**src/rtl/assert_macros.svh**
```systemverilog
// Assertion macros for the RTL of the gcd unit, included by its top level.
// Plain text macros, no dependencies.
`ifndef ASSERT_MACROS_SVH
`define ASSERT_MACROS_SVH
// Implication checked on every rising clock edge outside reset.
`define ASSERT_IMPLY(label, clk, rst, lhs, rhs) \
   label: assert property (@(posedge clk) disable iff (rst) (lhs) |-> (rhs)) \
      else $error("assertion failed");
// Next-cycle implication checked outside reset.
`define ASSERT_NEXT(label, clk, rst, lhs, rhs) \
   label: assert property (@(posedge clk) disable iff (rst) (lhs) |=> (rhs)) \
      else $error("assertion failed");
`endif

```
**src/rtl/gcdpf_ram.sv**
```systemverilog
// Generic single-port RAM with registered read data.
// No dependencies.
module gcdpf_ram #(
   parameter int WIDTH = 1,
   parameter int DEPTH = 16
) (
   input  logic                     clock,
   input  logic                     wr_en,
   input  logic [$clog2(DEPTH)-1:0] addr,
   input  logic [WIDTH-1:0]         wr_data,
   output logic [WIDTH-1:0]         rd_data
);
   logic [WIDTH-1:0] mem [DEPTH];
   logic [WIDTH-1:0] rd_data_ff;

   always_ff @(posedge clock) begin
      if (wr_en) mem[addr] <= wr_data;
      rd_data_ff <= mem[addr];
   end
   assign rd_data = rd_data_ff;
endmodule

```
**config.mk**
```make
export PLATFORM = sky130hd
export DESIGN_NAME = gcdpf_ram
export DESIGN_NICKNAME = d
export VERILOG_FILES = /design/src/rtl/assert_macros.svh /design/src/rtl/gcdpf_ram.sv
export SDC_FILE = /design/constraint.sdc
export NUM_CORES = 1
export LEC_CHECK = 0
export BUFFER_PORTS_ARGS = -buffer_cell sky130_fd_sc_hd__buf_4
export CORE_MARGIN = 4
export CORE_UTILIZATION = 53
export CTS_CLUSTER_SIZE = 24
export DETAILED_ROUTE_END_ITERATION = 8
export PLACE_DENSITY = 0.72
export SYNTH_ARGS = -nofsm -noshare
export SYNTH_HDL_FRONTEND = slang
export SYNTH_SLANG_ARGS = --single-unit
```
**constraint.sdc**
```tcl
create_clock -name clock -period 1.4 [get_ports clock]
set_input_delay 0.28 -clock clock [delete_from_list [all_inputs] [get_ports clock]]
set_output_delay 0.28 -clock clock [all_outputs]
set_load 0.02 [all_outputs]
```
* Yosys cells after proc, flatten, opt, wreduce, memory -nomap -nowiden
Memories as Yosys holds them, arrays and structs flattened. A register that Yosys moved wholly into a read port is not among the register bits. Cells that the tools add are included.
Storage, ports and cells: bits in writable memories 16, memories kept 1, output and inout port bits 1, bits of input ports 7, word-level logic and storage cells 3, register bits after elaboration 0
Memories:
- mem | depth 16, bits a word 1, read ports 1, clocked after memory_dff 1, wr ports 1, line gcdpf_ram.sv:13 | logic [WIDTH-1:0] mem [DEPTH];
Operators by class: multiplexer cells 2
Operator list (number):
- 1-bit two-way mux | 2

* Logic depth before layout (Yosys ltp)
depth in word-level cells 2, mapped depth 4, gate-level depth less buffers 3

* Worst setup path before layout
Ideal clock, no wire load.
path kind input port to flip-flop, start input port addr[0], end register rd_data_ff, in the netlist rd_data, read port of mem, cell stages on the path 4, data required time 1278 ps, buffers on the path 1, library setup time 122 ps, data arrival time 1112 ps, setup slack 167 ps, cell sequence buf_6 mux4_1 mux2i_1 mux2i_1
RTL lines:
- start, declared | line gcdpf_ram.sv:9 | input logic [$clog2(DEPTH)-1:0] addr,
- end, declared | line gcdpf_ram.sv:14 | logic [WIDTH-1:0] rd_data_ff;

==> out/results.ini <==
[critical_path]
cp_common_cell=mux2i_1
cpMaxStageDelayCell=mux4_1
cpPeakStageDelay_ns=0.52
critPathTopFamily=multiplexers
cp_max_fo=1
r2r_cells=3
cp.required_ns=1.57
r2r_slack_ns=0.15
rr_startpoint=mem[4]
path_buf_inv=0
criticalPathCategory=reg -> reg
worstSetupStartpoint=mem[4]
cp-start-kind=register
r2r-end=rd_data
cp.arrival_ns=1.42
cp_cell_sequence=mux4_1 > mux2i_1 > mux2i_1
cp-end-kind=register

[timing]
slew_headroom=0.872
rsz0062_at_grt=no
whs_ns=0.293
finalHoldViolations=0
tightestPinTransition_ns=0.190
period_needed_ns=1.25
min_period_over_period=0.892
setup_violations=0
maxSlewViolCount=0
fmax_mhz=801
fin_tns_setup_ns=0
fin_skew_ns=0.00273

[power]
vdd.ir_drop.worst_mv=0.731
pwr-share-comb=0.100
leakagePower_nw=0.309
p_int_uw=722
switching_share=0.210
p_seq_frac=0.624
switchingPower_uw=192
clkPwrFrac=0.276
power.density_nw_per_um2=1050

[grt]
grt_busiest_layer=met2
gr-usage-met3=0.0237
grt_pass1_vias=422
grt_pass1_wl_um=1900
overflow=0
grt_max_degree=17
antenna_found_initial=0
gr-usage-met2=0.206
grt_usage=0.139
use_met1=0.179

[synthesis]
yosysSeqAreaShare=0.656
synth.distinct_cells=14
synth_area_um2=763
ys_seq_elements=17
syn_inst=49
avgSynthCellArea_um2=15.6
syn-num-nets=56
yosysWarnings=0

[clock_network]
post_cts.repair.setup_buffers=0
cts.htree.levels=1
hold_buffers=0
clockBufferDepth=2
cts_sinks=17
clk_pin_slew_ns=0.09
ctsResizeCount=0
cts_buffers=3
cts-root-buf=clkbuf_4
insertion_delay_ns=0.28
cts_tree=done

[floorplanning]
rows=13
placeableCoreArea_um2=1330
pin_count=8
die_h_um=46.0
start_util=0.572
die_w_um=46.0
dieArea_um2=2110

[routing]
vias=435
wl_per_cell_um=16.1
drtIter0Drc=11
dr.pass1.iters=4
ant_nets=0
vias_per_cell=5.72
drc=0
wl_um=1230

[worst_hold_path]
min_path_cells=1
holdCritStartpoint=wr_data
worstHoldPathType=in -> reg
hold_path_end=mem[13]

[placed_design]
routabilityCongestion=0.820
dpl.hpwl_um=884
portBuffers=7

[layout]
register_area_um2=500
layout-drive-gt1-share=0.230
areaGrowthSynthToFinish_pct=13.6
multi_input_comb_area_um2=246
nets=69
fillers=96
diodes=0

[status]
status=completed

[job]
drv_cap=0

-- metal layers --
metal | routed length, um | part of all wire
met1 | 545 | 0.44
met2 | 597 | 0.49
met3 | 79 | 0.064
met4 | 4 | 0.0033
met5 | 0 | 0
-- final cells by class --
class / count / area share
Tap cell: 15 / 0.0216
Clock buffer: 4 / 0.0303
Timing Repair Buffer: 10 / 0.0866
Multi-Input combinational cell: 30 / 0.284
Sequential cell: 17 / 0.577
-- cells in the final DEF, fill, tap and decap left out --
cell	count
buf_4	10
clkbuf_1	1
clkbuf_4	3
dfxtp_1	1
edfxtp_1	16
mux2i_1	3
mux4_1	4
nand2_1	1
nand2b_1	1
nand3_1	1
nand3b_1	2
nor2_1	12
nor3_1	4
or2b_1	1
or3b_2	1
-- stage by stage --
stage,power (mW),utilization,instance area (um^2),worst slack [ns],instances
final,0.914,0.650,867,0.151,76
after global placement,0.670,0.630,841,0.0371,72
after global routing,0.955,0.650,867,0.132,76
after CTS,0.926,0.650,867,0.148,76
after detailed placement,0.674,0.630,841,0.0102,72
after floorplan,0.631,-,763,0.167,49
-- power groups by stage --
stage,logic [mW],clock network (mW),registers [mW]
2_1_floorplan,0.0448,0,0.586
3_3_place_gp,0.0883,0,0.582
3_5_place_dp,0.0917,0,0.583
4_1_cts,0.0923,0.263,0.571
5_1_grt,0.0978,0.286,0.572
6_report,0.0917,0.252,0.571
-- synthesized netlist by cell type --
master / number / area share
nand2b_1: 1 / 0.0082
nor3_1: 4 / 0.026
or2b_1: 1 / 0.0098
mux2i_1: 3 / 0.039
or3b_2: 1 / 0.011
edfxtp_1: 16 / 0.63
dfxtp_1: 1 / 0.026
nand3b_1: 2 / 0.020
buf_2: 1 / 0.0066
nand2_1: 1 / 0.0049
mux4_1: 4 / 0.14
nor2_1: 12 / 0.059
nand3_1: 1 / 0.0066
buf_6: 1 / 0.015
-- sequential cells by signal, summed over array words and instances, names as in the netlist --
name     cells
mem         16
rd_data      1
-- worst max-delay path by stage --
stage / endpoint / slack [ns] / cells past startpoint
after detailed placement: mem[0] / 0.01 / 3
final: rd_data / 0.15 / 3
after global placement: mem[0] / 0.04 / 3
after CTS: rd_data / 0.15 / 3
after global routing: rd_data / 0.13 / 3
after floorplan: rd_data / 0.17 / 4
-- logic make-up (layout without fill, tap and decap cells) --
logic type,after synthesis,count (layout),share of synthesized area
buffers and inverters,2,14,0.0213
DFF,17,17,0.656
muxes,7,7,0.177
and+or+nand+nor,23,23,0.146
-- worst register-to-register path, cell delays in order, from the launching register on --
cell,delay (ns)
edfxtp_1,0.39
mux4_1,0.52
mux2i_1,0.14
mux2i_1,0.09
(Power assumes the default switching activity.)
