$ cat src/rtl/assert_macros.svh
// Assertion macros for the RTL of the gcd unit, included by its top level.
// Plain text macros, no dependencies.
`ifndef ASSERT_MACROS_SVH
`define ASSERT_MACROS_SVH
// Implication checked on every rising clock edge outside reset.
`define ASSERT_IMPLY(label, clk, rst, lhs, rhs) \
   label: assert property (@(posedge clk) disable iff (rst) (lhs) |-> (rhs)) \
      else $error("assertion failed");
// Next-cycle implication checked outside reset.
`define ASSERT_NEXT(label, clk, rst, lhs, rhs) \
   label: assert property (@(posedge clk) disable iff (rst) (lhs) |=> (rhs)) \
      else $error("assertion failed");
`endif

$ cat src/rtl/gcdpf_pkg.sv
// Package for the gcd-by-prime-factors unit: sizes and controller states.
// No dependencies.
package gcdpf_pkg;
   localparam int VALUE_LIMIT = 4096;
   localparam int MAX_FACTORS = 12;
   localparam int OPER_W = 12;

   typedef enum logic [3:0] {
      ST_IDLE,
      ST_INIT,
      ST_SIEVE_I,
      ST_SIEVE_RD,
      ST_SIEVE_MARK,
      ST_TRIAL,
      ST_TRIAL_RD,
      ST_DIV,
      ST_MERGE_RD,
      ST_MERGE,
      ST_MUL,
      ST_OUT
   } state_type;
endpackage

$ cat src/rtl/gcdpf_divider.sv
// Restoring divider, one quotient bit per cycle, for trial division.
// Uses gcdpf_pkg for the operand width.
module gcdpf_divider (
   input  logic                         clock,
   input  logic                         reset,
   input  logic                         start,
   input  logic [gcdpf_pkg::OPER_W-1:0] dividend,
   input  logic [gcdpf_pkg::OPER_W-1:0] divisor,
   output logic                         done,
   output logic [gcdpf_pkg::OPER_W-1:0] quotient,
   output logic                         exact
);
   localparam int W = gcdpf_pkg::OPER_W;
   localparam int CW = $clog2(W + 1);

   logic [W-1:0]  quo_ff, quo_in;
   logic [W:0]    rem_ff, rem_in;
   logic [W-1:0]  dsr_ff, dsr_in;
   logic [CW-1:0] cnt_ff, cnt_in;
   logic          busy_ff, busy_in;
   logic          done_ff, done_in;
   logic [W:0]    shifted;
   logic [W:0]    diff;

   // One shift-subtract step per cycle
   always_comb begin
      quo_in  = quo_ff;
      rem_in  = rem_ff;
      dsr_in  = dsr_ff;
      cnt_in  = cnt_ff;
      busy_in = busy_ff;
      done_in = 1'b0;
      shifted = {rem_ff[W-1:0], quo_ff[W-1]};
      diff    = shifted - {1'b0, dsr_ff};
      if (start) begin
         quo_in  = dividend;
         rem_in  = '0;
         dsr_in  = divisor;
         cnt_in  = CW'(W);
         busy_in = 1'b1;
      end else if (busy_ff) begin
         if (!diff[W]) begin
            rem_in = diff;
            quo_in = {quo_ff[W-2:0], 1'b1};
         end else begin
            rem_in = shifted;
            quo_in = {quo_ff[W-2:0], 1'b0};
         end
         cnt_in = cnt_ff - 1'b1;
         if (cnt_ff == CW'(1)) begin
            busy_in = 1'b0;
            done_in = 1'b1;
         end
      end
   end

   always_ff @(posedge clock) begin
      if (reset) begin
         busy_ff <= 1'b0;
         done_ff <= 1'b0;
      end else begin
         busy_ff <= busy_in;
         done_ff <= done_in;
      end
      quo_ff <= quo_in;
      rem_ff <= rem_in;
      dsr_ff <= dsr_in;
      cnt_ff <= cnt_in;
   end

   assign done     = done_ff;
   assign quotient = quo_ff;
   assign exact    = (rem_ff == '0);
endmodule

$ cat config.mk
export PLATFORM = sky130hd
export DESIGN_NAME = gcdpf_divider
export DESIGN_NICKNAME = d
export VERILOG_FILES = /design/src/rtl/assert_macros.svh /design/src/rtl/gcdpf_pkg.sv /design/src/rtl/gcdpf_divider.sv
export SDC_FILE = /design/constraint.sdc
export NUM_CORES = 1
export LEC_CHECK = 0
export BUFFER_PORTS_ARGS = -buffer_cell sky130_fd_sc_hd__buf_2
export CAP_MARGIN = 0
export CORE_UTILIZATION = 45
export CTS_CLUSTER_DIAMETER = 100
export DETAILED_ROUTE_END_ITERATION = 10
export GPL_TIMING_DRIVEN = 0
export PLACE_DENSITY = 0.77
export SETUP_SLACK_MARGIN = 0.02
export SYNTH_ARGS = -nofsm -noshare
export SYNTH_HDL_FRONTEND = slang
export SYNTH_SLANG_ARGS = --single-unit
$ cat constraint.sdc
create_clock -name clock -period 4.1 [get_ports clock]
set_input_delay 0.41 -clock clock [delete_from_list [all_inputs] [get_ports clock]]
set_output_delay 0.41 -clock clock [all_outputs]
set_load 0.005 [all_outputs]
=== Word-level counts from Yosys, hierarchy flattened ===
Index checks and enable logic that the tools add are counted.

* Mux-type cells: 8
* Equality and inequality tests: 1
* $add $sub $neg: 2
* Reduce and logical (&&, ||, !) cells: 3
* Bitwise logic cells: 1

{| class="wikitable"
|+ Operators with widths
! operator !! number
|-
| $mux W12 || 2
|-
| $logic_not A13 Y1 || 1
|-
| $mux W13 || 1
|-
| $sub A13 B12 Y13 || 1
|-
| $mux W1 || 5
|-
| $eq A4 B1 Y1 const B || 1
|-
| $sub A4 B1 Y4 const B || 1
|-
| $reduce_or A3 Y1 || 1
|-
| $reduce_bool A2 Y1 || 1
|-
| $not A1 Y1 || 1
|}

* Flip-flop bits (word level): 43
* Input bits: 27
* Output and inout port bits: 14

=== Logic depth before layout (Yosys ltp) ===
* Depth after elaboration: 4
* Gate-level depth with buffers: 16

=== Worst setup path before layout ===
Ideal clock, no wire load.

* Kind: register to register
* Start: reg quo_ff[11], in the netlist quotient[11]
* End: reg rem_ff[3]
* Cell stages (with the launch flop): 15
* Arrival: 2.868 ns
* Slack: 1.147 ns
* Path buffers: 1
* Path through: edfxtp_1 inv_1 ha_1 fa_1 and2b_1 o21ai_1 o21ai_2 a41o_1 a21o_1 a21o_1 ha_1 clkbuf_8 inv_1 o31a_2 a211oi_1

* Longest elaborated chain between the ends: 2

{| class="wikitable"
|+ Ends and longest elaborated chain
! what !! RTL line !! text
|-
| start: declaration || gcdpf_divider.sv:16 || <nowiki>logic [W-1:0] quo_ff, quo_in;</nowiki>
|-
| start signal: assignment || gcdpf_divider.sv:65 || <nowiki>quo_ff <= quo_in;</nowiki>
|-
| $sub A13 B12 Y13 || gcdpf_divider.sv:34 || <nowiki>diff = shifted - {1'b0, dsr_ff};</nowiki>
|-
| $mux W13 || gcdpf_divider.sv:42 || <nowiki>if (!diff[W]) begin</nowiki>
|-
| end signal: assignment || gcdpf_divider.sv:66 || <nowiki>rem_ff <= rem_in;</nowiki>
|-
| end: declaration || gcdpf_divider.sv:17 || <nowiki>logic [W:0] rem_ff, rem_in;</nowiki>
|}

Every way passes these cells.
A chain may end at the register's enable or synchronous reset.

=== Worst setup path after layout ===
Same ends and word-level chain as after synthesis.

==> impl_results.md <==
- N_diodes: 0
- Final setup fails: 0
- Worst setup path class: reg -> reg
- Max capacitance violation total: 0
- Largest net degree at the start of global routing: 14
- CTS Root Cell: clkbuf_8
- Design Power: 0.001031 W
- Total GRT Usage: 0.1691
- Core footprint: 4848 um2
- Status: complete, no violations
- Die area: 5486 um2
- Area Growth Syn to Fin: 16.06%
- 1st-iter DRT viols: 89
- TNS Setup: 0 ns
- Post-route cell area: 2713 um2
- Residual DRC: 0
- Data required time at the worst endpoint: 4.32 ns
- Slew HR: 0.6419
- Crit path DAT: 3.50 ns
- Pins Over Slew Limit: 0
- DRT Wirelength: 4.164 mm
- Die H: 74.07 um
- Comb power frac: 0.231
- Clock Pin Slew Worst Setup and Hold Paths: 0.08 ns
- Antenna-violating nets left: 0
- Vias in the first global route: 1613
- Avg WL per Cell: 12.36 um
- Measured slew at the worst slew-check pin: 0.5371 ns
- Post-synthesis cell count: 222
- Dpl cell area: 2621 um2
- First-pass GRT wire length: 6.955 mm
- Drt pass-1 iters: 4
- Row Count: 25
- Peak supply drop: 0.0002115 V
- Syn Nets: 265
- RSZ-0062 raised after global routing: false
- Post-Syn Area: 2337 um2
- Setup crit start kind: flip-flop
- Clock share of power: 0.266
- Initial antenna violation count: 0
- Post-placement cell count: 329
- Critical Path End Type: flip-flop
- Post-synthesis sequential area ratio: 0.4711
- CP Max Fanout: 7
- Period utilisation layout: 0.7999
- Setup Fix Bufs, Post-CTS: 0
- Internal power: 0.0007461 W
- Routability Congestion: 0.8457
- Post-synth ARST share: 0
- Vias: 1708
- Hold Buf Count CTS: 0
- Min Tclk post-route: 3.280 ns
- Netlist cell types: 46
- Final hold vios: 0
- Ys flop type: edfxtp_1
- Fmax: 0.3049 GHz
- Share of layout cells above drive strength 1: 0.2519
- FF+latch count, synth: 43
- Vias per cell: 5.068
- TritonCTS clock tree: built
- CTS buffer count: 5
- Post-synth EDFFs: 24
- Avg Cell Area, Syn: 10.53 um2
- Fin nets: 312
- Grt ovf: 0
- Worst skew pair latency: 0.30 ns
- Die X: 74.07 um
- YS warnings: 0
- Maximum clock path buffer count: 2
- Sequential share of power: 0.503
- IO Pins: 41
- Cell leakage power: 1.210 nW
- IO buf count: 40
- P_sw: 0.0002847 W
- Worst min path class: in -> reg
- Power Dens Cells: 380.0 nW/um2
- H-tree Lvls: 2
- Hpwl dp: 3.191 mm
- Post-CTS Resized: 0
- Sw Ratio: 0.2762
- Clk sinks: 43
- Clk_skew: 0.007905 ns
- Cell Count, Final, Fillers Out: 337
- Starting Density: 0.4821
## routing by layer
| layer | share of wire | global-route usage | wire, um | up-vias |
|---|---|---|---|---|
| met5 | 0 | 0 | 0 | - |
| met1 | 0.47 | 0.2061 | 1960 | 777 |
| met4 | 0.015 | 0.07479 | 62 | 0 |
| met3 | 0.038 | 0.03659 | 159 | 6 |
| li1 | - | - | - | 884 |
| met2 | 0.48 | 0.2879 | 1981 | 41 |
## cells in the mapped netlist, types with 2 or more instances
master | instances | area (um2)
edfxtp_1 | 24 | 720.7
clkbuf_1 | 5 | 18.77
inv_1 | 20 | 75.07
clkbuf_8 | 2 | 27.53
nand2_1 | 13 | 48.80
ha_1 | 15 | 187.7
a211oi_1 | 6 | 45.04
a21o_1 | 5 | 37.54
mux2i_1 | 7 | 70.07
dfxtp_1 | 19 | 380.4
nor4_1 | 4 | 25.02
mux2_2 | 11 | 123.9
xor2_1 | 4 | 35.03
and3_1 | 2 | 12.51
o21ai_1 | 2 | 10.01
nand3_1 | 2 | 10.01
o31ai_1 | 2 | 15.01
nor2_1 | 23 | 86.33
xnor2_1 | 4 | 35.03
a21oi_1 | 12 | 60.06
o21ai_0 | 10 | 50.05
nand2b_1 | 6 | 37.54
## layout by cell type, fill, tap and decap left out, types with 2 or more instances in the layout
cell type / count
ha_1: 15
nor4_1: 4
nand2_1: 13
clkbuf_1: 6
mux2_2: 11
nand3_1: 2
o31ai_1: 2
o21ai_0: 10
inv_1: 20
nor2_1: 23
buf_2: 40
a21oi_1: 12
dfxtp_1: 19
o21ai_1: 2
xnor2_1: 4
a211oi_1: 6
xor2_1: 4
edfxtp_1: 24
clkbuf_8: 8
a21o_1: 5
mux2i_1: 7
nand2b_1: 6
and3_1: 2
## state kept, by name, summed over array words and instances (netlist names)
signal,count
done,1
rem_ff,13
quotient,12
dsr_ff,12
cnt_ff,4
busy_ff,1
## final timing paths
kind / startpoint / to / slack (ns) / cells after the start
worst max-delay path: quotient[11] / rem_ff[3] / 0.82 / 14
worst min-delay path: reset / busy_ff / 0.29 / 2
worst max register to register: quotient[11] / rem_ff[3] / 0.82 / 14
worst min register to register: cnt_ff[1] / cnt_ff[1] / 0.49 / 2
## power groups by stage
stage | Combinational, W | Clock [W] | Sequential (W)
after floorplan | 0.000174 | 0 | 0.000524
after global placement | 0.000231 | 0 | 0.000527
after detailed placement | 0.000238 | 0 | 0.000528
after CTS | 0.000240 | 0.000280 | 0.000519
after global routing | 0.000271 | 0.000295 | 0.000523
final | 0.000238 | 0.000275 | 0.000518
## cell type report
| class | count | area [um2] |
|---|---|---|
| inverters | 20 | 75.07 |
| well taps | 67 | 83.83 |
| fillers | 409 | 2136 |
| plain buffers | 9 | 65.06 |
| clock inverters | 1 | 5.005 |
| multi-input cells | 150 | 1096 |
| flip-flops and latches | 43 | 1101 |
| repair buffers | 40 | 200.2 |
| clock buffers | 7 | 86.33 |
## logic make-up (layout without fill, tap and decap cells)
logic type	after synthesis	count (layout)	share of synthesized area
simple gates	58	58	0.1183
compound gates	50	50	0.1488
flops	43	43	0.4711
buf+inv	29	77	0.05996
mux	18	18	0.08298
fa+ha+maj	16	16	0.08887
xor+xnor	8	8	0.02998
## worst max-delay path: stages (launching register included)
cell and delay, ns:
edfxtp_1 0.43, inv_1 0.08, ha_1 0.20, fa_1 0.22, and2b_1 0.19, o21ai_1 0.19, o21ai_2 0.12, a41o_1 0.29
a21o_1 0.19, a21o_1 0.18, ha_1 0.28, clkbuf_8 0.16, inv_1 0.10, o31a_2 0.36, a211oi_1 0.22
## stage by stage
stage	utilization	hold slack (ns)	setup WS [ns]
finish	0.5595	0.2854	0.8202
global route	0.5595	0.2747	0.6234
CTS	0.5595	0.2786	0.8000
detailed placement	0.5406	0.4920	0.8256
global placement	0.5406	0.4765	0.8828
floorplan	-	0.4608	1.147
Power figures use the tool's default switching activity.
